$ cat config.mk
export PLATFORM = sky130hd
export DESIGN_NAME = c_declaration_lexer_core
export DESIGN_NICKNAME = d
export VERILOG_FILES = /design/src/hdl/cdl_pkg.sv /design/src/hdl/cdl_lex_engine.sv /design/src/hdl/cdl_out_queue.sv /design/src/hdl/c_declaration_lexer_core.sv
export VERILOG_INCLUDE_DIRS = /design/src /design/src/hdl
export SDC_FILE = /design/constraint.sdc
export NUM_CORES = 1
export LEC_CHECK = 0
export BUFFER_PORTS_ARGS = -buffer_cell sky130_fd_sc_hd__buf_4
export CORE_UTILIZATION = 61
export DETAILED_ROUTE_END_ITERATION = 8
export PLACE_DENSITY = 0.79
export SYNTH_ARGS = -nofsm -noshare
export SYNTH_HDL_FRONTEND = slang
export SYNTH_SLANG_ARGS = --single-unit
export TNS_END_PERCENT = 5
$ cat constraint.sdc
create_clock -name clk -period 4.2 [get_ports clk]
set_clock_uncertainty 0.05 [all_clocks]
set_input_delay 0.21 -clock clk [delete_from_list [all_inputs] [get_ports clk]]
set_output_delay 0.21 -clock clk [all_outputs]
set_load 0.02 [all_outputs]
$ cat src/hdl/assert_macros.svh
// Assertion helpers for the RTL files that check themselves.
`ifndef ASSERT_MACROS_SVH
`define ASSERT_MACROS_SVH

// Checks prop at every rising clock edge outside of reset.
`define CDL_ASSERT(name, clk, rst_n, prop, msg) \
	name: assert property (@(posedge clk) disable iff (!(rst_n)) (prop)) else $error(msg);

// Checks that cond at one edge is followed by result at the next edge.
`define CDL_ASSERT_NEXT(name, clk, rst_n, cond, result, msg) \
	name: assert property (@(posedge clk) disable iff (!(rst_n)) (cond) |=> (result)) \
		else $error(msg);

`endif

$ cat src/hdl/cdl_pkg.sv
package cdl_pkg;

	localparam int PREFIX_CHARS_DEF = 8;
	localparam int TEXT_PREFIX_W = 64;
	localparam int QUEUE_DEPTH = 4;

	localparam logic [7:0] CH_DOLLAR = 8'h24;
	localparam logic [7:0] CH_LPAREN = 8'h28;
	localparam logic [7:0] CH_RPAREN = 8'h29;
	localparam logic [7:0] CH_LBRACKET = 8'h5B;
	localparam logic [7:0] CH_RBRACKET = 8'h5D;
	localparam logic [7:0] CH_COMMA = 8'h2C;
	localparam logic [7:0] CH_STAR = 8'h2A;
	localparam logic [7:0] CH_UNDERSCORE = 8'h5F;

	typedef enum logic [3:0] {
		TK_END = 4'd0,
		TK_LPAREN = 4'd1,
		TK_RPAREN = 4'd2,
		TK_LBRACKET = 4'd3,
		TK_RBRACKET = 4'd4,
		TK_COMMA = 4'd5,
		TK_STAR = 4'd6,
		TK_INTEGER = 4'd7,
		TK_IDENT = 4'd8,
		TK_VOID = 4'd9,
		TK_CHAR = 4'd10,
		TK_SHORT = 4'd11,
		TK_INT = 4'd12,
		TK_LONG = 4'd13,
		TK_FLOAT = 4'd14,
		TK_DOUBLE = 4'd15
	} token_kind_t;

	typedef struct packed {
		token_kind_t kind;
		logic [31:0] int_value;
		logic int_overflow;
		logic [7:0] text_length;
		logic [TEXT_PREFIX_W-1:0] text_prefix;
		logic text_truncated;
		logic last;
	} token_t;

	// Number of tokens produced by the accepted item: 0, 1 or 2.
	typedef struct packed {
		logic [1:0] count;
	} push_t;

	typedef struct packed {
		logic ready;
		logic valid;
		logic [$clog2(QUEUE_DEPTH+1)-1:0] count;
	} queue_stat_t;

endpackage

$ cat src/hdl/cdl_lex_engine.sv
module cdl_lex_engine #(
	parameter int PREFIX_CHARS = cdl_pkg::PREFIX_CHARS_DEF
) (
	input  logic          clk,
	input  logic          arst_n,
	input  logic          take,
	input  logic [7:0]    char_in,
	output cdl_pkg::push_t  push,
	output cdl_pkg::token_t tok_a,
	output cdl_pkg::token_t tok_b
);
	import cdl_pkg::*;

	localparam int BUF_W = PREFIX_CHARS * 8;

	typedef enum logic [1:0] {
		MODE_IDLE = 2'd0,
		MODE_INT = 2'd1,
		MODE_IDENT = 2'd2
	} lex_mode_t;

	lex_mode_t mode_q, mode_d;
	logic [BUF_W-1:0] text_q, text_d;
	logic [7:0] count_q, count_d;
	logic [31:0] number_q, number_d;
	logic overflow_q, overflow_d;

	logic is_digit, is_alpha, in_int, in_ident, extend, closing;
	logic punct_hit;
	token_kind_t punct_kind;
	logic [35:0] acc_x10;
	token_t closed_tok, punct_tok;

	// Identifier text is zero beyond its length, so a whole-word compare suffices.
	function automatic token_kind_t keyword_kind(input logic [TEXT_PREFIX_W-1:0] txt,
	                                             input logic [7:0] len);
		token_kind_t kind;
		kind = TK_IDENT;
		if (len == 8'd4 && txt == 64'h0000_0000_6469_6F76) kind = TK_VOID;
		if (len == 8'd4 && txt == 64'h0000_0000_7261_6863) kind = TK_CHAR;
		if (len == 8'd5 && txt == 64'h0000_0074_726F_6873) kind = TK_SHORT;
		if (len == 8'd3 && txt == 64'h0000_0000_0074_6E69) kind = TK_INT;
		if (len == 8'd4 && txt == 64'h0000_0000_676E_6F6C) kind = TK_LONG;
		if (len == 8'd5 && txt == 64'h0000_0074_616F_6C66) kind = TK_FLOAT;
		if (len == 8'd6 && txt == 64'h0000_656C_6275_6F64) kind = TK_DOUBLE;
		return kind;
	endfunction

	assign is_digit = (char_in >= 8'h30) && (char_in <= 8'h39);
	assign is_alpha = ((char_in >= 8'h61) && (char_in <= 8'h7A)) ||
	                  ((char_in >= 8'h41) && (char_in <= 8'h5A)) ||
	                  (char_in == CH_UNDERSCORE);
	assign in_int = (mode_q == MODE_INT);
	assign in_ident = (mode_q == MODE_IDENT);
	assign extend = (in_int && is_digit) || (in_ident && (is_digit || is_alpha));
	assign closing = (in_int || in_ident) && !extend;

	assign acc_x10 = {1'b0, number_q, 3'b000} + {3'b000, number_q, 1'b0} +
	                 {32'd0, char_in[3:0]};

	always_comb begin
		punct_hit = 1'b1;
		unique case (char_in)
			CH_DOLLAR: punct_kind = TK_END;
			CH_LPAREN: punct_kind = TK_LPAREN;
			CH_RPAREN: punct_kind = TK_RPAREN;
			CH_LBRACKET: punct_kind = TK_LBRACKET;
			CH_RBRACKET: punct_kind = TK_RBRACKET;
			CH_COMMA: punct_kind = TK_COMMA;
			CH_STAR: punct_kind = TK_STAR;
			default: begin
				punct_kind = TK_END;
				punct_hit = 1'b0;
			end
		endcase
	end

	always_comb begin
		closed_tok = '0;
		if (in_int) begin
			closed_tok.kind = TK_INTEGER;
			closed_tok.int_value = number_q;
			closed_tok.int_overflow = overflow_q;
		end else begin
			closed_tok.kind = keyword_kind(TEXT_PREFIX_W'(text_q), count_q);
			closed_tok.text_length = count_q;
			closed_tok.text_prefix = TEXT_PREFIX_W'(text_q);
			closed_tok.text_truncated = (count_q > 8'(PREFIX_CHARS));
		end
		punct_tok = '0;
		punct_tok.kind = punct_kind;
		punct_tok.last = 1'b1;
	end

	// A closing character can emit the closed token and then its own token.
	always_comb begin
		push.count = 2'd0;
		tok_a = punct_tok;
		tok_b = punct_tok;
		if (take && !extend) begin
			if (closing) begin
				tok_a = closed_tok;
				tok_a.last = !punct_hit;
				push.count = punct_hit ? 2'd2 : 2'd1;
			end else if (punct_hit) begin
				push.count = 2'd1;
			end
		end
	end

	always_comb begin
		mode_d = mode_q;
		text_d = text_q;
		count_d = count_q;
		number_d = number_q;
		overflow_d = overflow_q;
		if (extend && in_int) begin
			if (acc_x10[35:32] != 4'd0) begin
				number_d = '1;
				overflow_d = 1'b1;
			end else begin
				number_d = acc_x10[31:0];
			end
		end else if (extend) begin
			for (int i = 0; i < PREFIX_CHARS; i++) begin
				if (count_q == 8'(i)) text_d[i*8 +: 8] = char_in;
			end
			if (count_q != 8'hFF) count_d = count_q + 8'd1;
		end else begin
			mode_d = MODE_IDLE;
			text_d = '0;
			count_d = '0;
			number_d = '0;
			overflow_d = 1'b0;
			if (is_digit) begin
				mode_d = MODE_INT;
				number_d = {28'd0, char_in[3:0]};
			end else if (is_alpha) begin
				mode_d = MODE_IDENT;
				text_d = BUF_W'(char_in);
				count_d = 8'd1;
			end
		end
	end

	always_ff @(posedge clk or negedge arst_n) begin
		if (!arst_n) begin
			mode_q <= MODE_IDLE;
			text_q <= '0;
			count_q <= '0;
			number_q <= '0;
			overflow_q <= 1'b0;
		end else if (take) begin
			mode_q <= mode_d;
			text_q <= text_d;
			count_q <= count_d;
			number_q <= number_d;
			overflow_q <= overflow_d;
		end
	end

endmodule

$ cat src/hdl/cdl_out_queue.sv
module cdl_out_queue (
	input  logic              clk,
	input  logic              arst_n,
	input  cdl_pkg::push_t    push,
	input  cdl_pkg::token_t   tok_a,
	input  cdl_pkg::token_t   tok_b,
	input  logic              pop,
	output cdl_pkg::token_t   head,
	output cdl_pkg::queue_stat_t stat
);
	import cdl_pkg::*;

	localparam int PTR_W = $clog2(QUEUE_DEPTH);
	localparam int CNT_W = $clog2(QUEUE_DEPTH + 1);

	token_t entry_q [QUEUE_DEPTH];
	logic [PTR_W-1:0] head_q, tail_q, tail_next;
	logic [CNT_W-1:0] count_q;

	function automatic logic [PTR_W-1:0] ptr_inc(input logic [PTR_W-1:0] p);
		return (p == PTR_W'(QUEUE_DEPTH - 1)) ? '0 : p + PTR_W'(1);
	endfunction

	assign tail_next = ptr_inc(tail_q);
	assign head = entry_q[head_q];
	assign stat.valid = (count_q != '0);
	// Room for two tokens is kept so a closing character never stalls mid-item.
	assign stat.ready = (count_q <= CNT_W'(QUEUE_DEPTH - 2));
	assign stat.count = count_q;

	always_ff @(posedge clk) begin
		if (push.count != 2'd0) entry_q[tail_q] <= tok_a;
		if (push.count == 2'd2) entry_q[tail_next] <= tok_b;
	end

	always_ff @(posedge clk or negedge arst_n) begin
		if (!arst_n) begin
			head_q <= '0;
			tail_q <= '0;
			count_q <= '0;
		end else begin
			if (pop) head_q <= ptr_inc(head_q);
			case (push.count)
				2'd1: tail_q <= tail_next;
				2'd2: tail_q <= ptr_inc(tail_next);
				default: tail_q <= tail_q;
			endcase
			count_q <= count_q + CNT_W'(push.count) - CNT_W'(pop);
		end
	end

endmodule

$ cat src/hdl/c_declaration_lexer_core.sv
// Channel  | Handshake            | Payload
// input    | in_valid / in_ready  | char_in
// output   | out_valid / out_ready| token_kind, int_value, int_overflow, text_length,
//          |                      | text_prefix, text_truncated, last
//
// One character is taken per cycle while in_ready is high; the lexer state updates
// at the accepting edge, which also writes its tokens into a four-entry queue.
// A character that closes a token and is itself punctuation yields two tokens, which
// are popped singly; in_ready drops only when fewer than two slots are free.
// Reset returns the lexer to idle with an empty queue.
`include "assert_macros.svh"

module c_declaration_lexer_core #(
	parameter int PREFIX_CHARS = cdl_pkg::PREFIX_CHARS_DEF
) (
	input  logic        clk,
	input  logic        arst_n,
	input  logic        in_valid,
	output logic        in_ready,
	input  logic [7:0]  char_in,
	output logic        out_valid,
	input  logic        out_ready,
	output logic [3:0]  token_kind,
	output logic [31:0] int_value,
	output logic        int_overflow,
	output logic [7:0]  text_length,
	output logic [63:0] text_prefix,
	output logic        text_truncated,
	output logic        last
);
	import cdl_pkg::*;

	logic take, pop;
	push_t push;
	token_t tok_a, tok_b, head;
	queue_stat_t stat;

	assign in_ready = stat.ready;
	assign take = in_valid && stat.ready;
	assign out_valid = stat.valid;
	assign pop = stat.valid && out_ready;

	cdl_lex_engine #(
		.PREFIX_CHARS(PREFIX_CHARS)
	) u_engine (
		.clk(clk),
		.arst_n(arst_n),
		.take(take),
		.char_in(char_in),
		.push(push),
		.tok_a(tok_a),
		.tok_b(tok_b)
	);

	cdl_out_queue u_queue (
		.clk(clk),
		.arst_n(arst_n),
		.push(push),
		.tok_a(tok_a),
		.tok_b(tok_b),
		.pop(pop),
		.head(head),
		.stat(stat)
	);

	assign token_kind = head.kind;
	assign int_value = head.int_value;
	assign int_overflow = head.int_overflow;
	assign text_length = head.text_length;
	assign text_prefix = head.text_prefix;
	assign text_truncated = head.text_truncated;
	assign last = head.last;

	`CDL_ASSERT(a_no_push_idle, clk, arst_n, take || push.count == 2'd0, "token pushed without an item")
	`CDL_ASSERT(a_queue_bound, clk, arst_n, stat.count <= ($clog2(QUEUE_DEPTH+1))'(QUEUE_DEPTH), "queue overrun")
	`CDL_ASSERT(a_end_is_last, clk, arst_n, !out_valid || token_kind != TK_END || last, "end token not last")
	`CDL_ASSERT_NEXT(a_push_shows, clk, arst_n, push.count != 2'd0, out_valid, "pushed token not visible")

endmodule
After elaboration in Yosys (flattened, before gate mapping)
Memories as Yosys holds them, arrays and structs flattened.
Index checks and enable logic that the tools add are counted.
- add/subtract/negate cells: 8
- multipliers: 0
- div/mod/pow operators: 0
- order comparisons: 8
- equality and inequality tests: 41
- shifts and indexed selects: 0
- muxes and demuxes: 50
- bitwise gates (word level): 2
- reductions and logical operators: 42
- operator list (cell ; count):
    two-way mux 111 bit ; 2
    == test 64 x 31 -> 1 bit (second input constant) ; 3
    == test 64 x 39 -> 1 bit (second input constant) ; 2
    two-way mux 64 bit ; 2
    two-way mux 32 bit ; 3
    two-way mux 8 bit ; 12
    two-way mux 73 bit ; 1
    == test 64 x 23 -> 1 bit (second input constant) ; 1
    == test 64 x 47 -> 1 bit (second input constant) ; 1
    == test 8 x 6 -> 1 bit (second input constant) ; 5
    adder 35 x 33 -> 36 bit ; 1
    adder 36 x 4 -> 36 bit ; 1
    two-way mux 33 bit ; 1
    AND reduction 3 bit ; 11
    == test 8 x 3 -> 1 bit (second input constant) ; 4
    == test 8 x 7 -> 1 bit (second input constant) ; 3
    != test 2 bit (second input constant) ; 11
    two-way mux 2 bit ; 10
    case mux 3 bit (6 select lines) ; 1
    logical AND 1 bit ; 17
    == test 8 x 2 -> 1 bit (second input constant) ; 2
    >= comparator 8 x 7 -> 1 bit (second input constant) ; 2
    <= comparator 8 x 7 -> 1 bit (second input constant) ; 2
    two-way mux 3 bit ; 4
    24 further kinds ; 49
- register bits after elaboration: 114
- latch bits: 0
- bits in writable memories: 444
- memory bits (read-only): 0
- bits of input ports: 12
- output and inout port bits: 113
- memories: 1
- memory list (name ; words ; bits a word ; rd ports ; clocked after memory_dff ; wr ports ; line ; source):
    u_queue.entry_q ; 4 ; 111 ; 1 ; 0 ; 2 ; cdl_out_queue.sv:16 ; token_t entry_q [QUEUE_DEPTH];

Longest topological paths before layout
- depth in word-level cells: 14
- depth in mapped cells: 18

Cells and area by module
A second synthesis with hierarchy kept.
- cell total of the unflattened synthesis: 2196
- area total of the unflattened synthesis: 30897.1 um^2
- modules (own cells, without submodules) (module ; instances ; cells each ; area each (um^2)):
    cdl_out_queue ; 1 ; 1129 ; 22016.1
    cdl_lex_engine ; 1 ; 1065 ; 8868.5
    c_declaration_lexer_core ; 1 ; 2 ; 12.5

Worst setup path after synthesis
Ideal clock, no wire load.
- path kind: reg-to-reg
- start point: register u_engine.mode_q[1]
- end point: memory u_queue.entry_q[2][77] (netlist bit)
- setup time: 0.117 ns
- data arrival time: 3.423 ns
- path slack: 0.611 ns
- cell stages (with the launch flop): 18
- path buffers: 5
- cell sequence: dfrtp_1 > inv_1 > ha_1 > clkbuf_1 > a21oi_1 > a21oi_2 > clkbuf_1 > nor2_1 > ha_1 > nand2_1 > ha_1 > nand2_1 > and3_1 > clkbuf_1 > and3_1 > buf_2 > buf_2 > a22o_1
- RTL lines (item ; line ; source):
    from (decl) ; cdl_lex_engine.sv:22 ; lex_mode_t mode_q, mode_d;
    from (signal assigned) ; cdl_lex_engine.sv:154 ; mode_q <= mode_d;
    to (decl) ; cdl_out_queue.sv:16 ;

Worst setup path in the final report
- start point: register u_engine.number_q[13]
- end point: register u_engine.number_q[22]
- cells in the longest elaborated chain, start to end: 5
- ends and longest elaborated chain (item ; line ; source):
    from (decl) ; cdl_lex_engine.sv:25 ; logic [31:0] number_q, number_d;
    from (signal assigned) ; cdl_lex_engine.sv:157 ; number_q <= number_d;
    adder 35 x 33 -> 36 bit (*) ; cdl_lex_engine.sv:58 ; assign acc_x10 = {1'b0, number_q, 3'b000} + {3'b000, number_q, 1'b0} +
    adder 36 x 4 -> 36 bit (*) ; cdl_lex_engine.sv:58 ;
    nonzero test 4 bit ; cdl_lex_engine.sv:118 ; if (acc_x10[35:32] != 4'd0) begin
    two-way mux 32 bit (*) ; cdl_lex_engine.sv:118 ;
    two-way mux 32 bit (*) ; cdl_lex_engine.sv:117 ; if (extend && in_int) begin
Every way passes the cells marked *; elsewhere a longest branch is shown, timed or not.
A chain may end at the register's enable or synchronous reset.

==> metrics.yaml <==
ir_drop_uv: 370.5
cp_max_fo: 8
nNetsFinal: 2177
dr.pass1.iters: 6
slew_violations: 0
synth_ff_type: "dfxtp_1"
yosysWarnings: 0
r2r_setup_slack_ps: 320
port_buffers: 124
hold_path_depth: 5
core_area_um2: 39820
critical_path_required_ps: 4620
fin_crit_ps: 3880
switchingPower_uw: 4170
viasPerCell: 7.115
p_leak_uw: 0.01113
die-area_um2: 41260
rsz0062_at_grt: "false"
grt_use_total_pct: 32.32
switching_share_pct: 30.61
tns_ps: 0
layout_commonest_cell: "dfxtp_1"
syn_inst: 2049
dp_hpwl_mm: 41.02
pwr-share-comb_pct: 19.2
htree_num_levels: 2
syn_to_final_growth_pct: 12.76
preCtsSetupSlack_ps: 383.0
fp.dieW_um: 203.1
finalWirelength_mm: 66.60
setup.worst_path.end_class: "flip-flop"
post-route-period-util_pct: 92.37
r2r_cells: 11
yosysUniqueCellTypes: 81
grt_max_degree: 113
synth_area_um2: 24680
placementRows: 73
power_frac_seq_pct: 44.6
cts_sinks: 558
path_clk_slew_ps: 70
ys_seq_elements: 558
initial_core_util_pct: 61.97
fp.dieH_um: 203.1
vias: 18880
grt_antenna_before_repair: 1
synth_edf_count: 12
antenna_left: 0
cts_tree: "done"
gp_congestion: 0.9365
critPathLaunchType: "flip-flop"
worstSkewPairLatency_ps: 620
synth_area_per_cell_um2: 12.04
cts_root_buf: "clkbuf_16"
path_cells: "ha_1, ha_1, nand2_1, or3_1, a2111oi_2, nor4_1, o31ai_1, and4_1, o211ai_1, nor4_1, o21ai_1"
outcome: "completed"
arrival_ps: 4300
p_int_uw: 9451
ios: 125
cts_buffers: 54
grt_pass1_wl_mm: 105.2
worst_pin_slew_ps: 1064
async_flop_share_pct: 20.43
critPathSlowestCell: "nor4_1"
cellPowerDensity_nw_per_um2: 489.5
max_stage_delay_ps: 520
worstSetupPathType: "flip-flop to flip-flop"
post_cts_buffers: 0
final_cell_mix: "dfxtp_1, a32o_1, buf_4"
clockPowerShare_pct: 36.2
drc: 0
first_iter_violations: 1780
cap_violations: 0
fmaxAchievable_mhz: 257.8
ys_seq_area_share_pct: 48.07
clk_path_buf_depth: 3
setup_slack_ps: 320.3
utilization_pct: 69.88
hold_viol_final: 0
syn_nets: 2144
setup_violations: 0
hp-class: "input pin to flip-flop"
wl_per_cell_um: 25.10
grt_overflow: 0
drive_gt1_share_pct: 21.63
slew_headroom_pct: 29.06
grt_pass1_vias: 18510
==> metal layers <==
layer	vias up	track usage, %	part of all wire [%]
li1	8255	-	-
met1	9689	46.82	44
met2	827	49.90	46
met3	106	5.481	7.8
met4	0	9.613	1.7
met5	-	0	0
==> critical path, delay by kind of cell, from the launching register on <==
kind	cells	cell delay [ps]
adders and majority gates	2	770
AOI/OAI and AO/OA	4	1040
DFF	1	470
and+or+nand+nor	5	1400
==> layout make-up <==
cell class | instances | area [um2]
fillers | 2855 | 12000
flip-flops and latches | 558 | 11870
multi-input cells | 1262 | 11850
clock buffers | 85 | 1663
repair buffers | 178 | 1506
well taps | 525 | 656.9
clock inverters | 16 | 175.2
inverters | 28 | 105.1
diodes | 1 | 2.502
==> cell usage after synthesis, types with 13 or more instances <==
cell	instances	share of area, %
a21oi_1	48	0.97
a22o_1	141	5.0
a22oi_1	26	0.79
a32o_1	288	12
and3_1	15	0.38
buf_1	22	0.33
buf_2	53	1.1
clkbuf_1	110	1.7
dfrtp_1	114	12
dfxtp_1	432	35
ha_1	80	4.1
inv_1	28	0.43
mux2_2	51	2.3
mux4_2	111	10
nand2_1	85	1.3
nand3_1	32	0.65
nand4_1	17	0.43
nor2_1	46	0.70
nor2b_1	18	0.46
nor3_1	25	0.51
nor4_1	18	0.46
o21ai_0	38	0.77
o21ai_1	33	0.67
o22ai_1	13	0.33
xnor2_1	20	0.71
xor2_1	18	0.64
==> sequential cells by signal, summed over array words and instances, names as in the netlist <==
signal and count:
u_engine.number_q 32, u_engine.count_q 8, u_queue.entry_q 444, u_engine.text_q 64, u_queue.tail_q 2, u_queue.count_q 3, u_engine.overflow_q 1, u_engine.mode_q 2
u_queue.head_q 2
==> power groups by stage <==
stage,combinational [uW],sequential [uW],clock [uW]
after detailed placement,2590,6170,0
final,2620,6070,4930
after global placement,2550,6150,0
after CTS,2600,6060,4980
after global routing,2780,6120,5210
after floorplan,2010,5830,0
==> logic make-up (layout without fill, tap and decap cells) <==
group                      count (synthesis)  in the layout  synth area share (%)
buffers and inverters                    229            307                 4.147
xor gates and xnor gates                  38             38                 1.349
other                                      0              1                     0
muxes                                    165            165                 12.58
and+or+nand+nor                          311            311                 6.652
AOI/OAI and AO/OA                        665            665                 22.91
DFF                                      558            558                 48.07
adders and majority gates                 83             83                 4.300
==> metrics by stage <==
step	instances	hold slack [ps]	instance area, um2	total power (uW)
CTS	2652	44.32	27820	13640
global placement	2543	237.5	25910	8702
detailed placement	2543	242.4	25910	8759
finish	2653	67.87	27830	13620
global route	2653	105.5	27830	14110
floorplan	2049	-135.6	24680	7843
==> repair_timing <==
action | in CTS | in global routing
hold endpoints to repair | 54 | 0
gates resized for setup | 0 | 0
hold buffers | 8 | 0
==> final timing paths <==
check | start | to
max | u_engine.number_q[13] | u_engine.number_q[22]
min | char_in[7] | u_engine.mode_q[1]
max in group asynchronous | arst_n | u_engine.text_q[36]
min reg2reg | u_queue.entry_q[1][20] | u_queue.entry_q[1][20]
min in group asynchronous | arst_n | u_queue.tail_q[0]
max reg2reg | u_engine.number_q[13] | u_engine.number_q[22]
No activity file was read; power rests on OpenSTA's default activity.
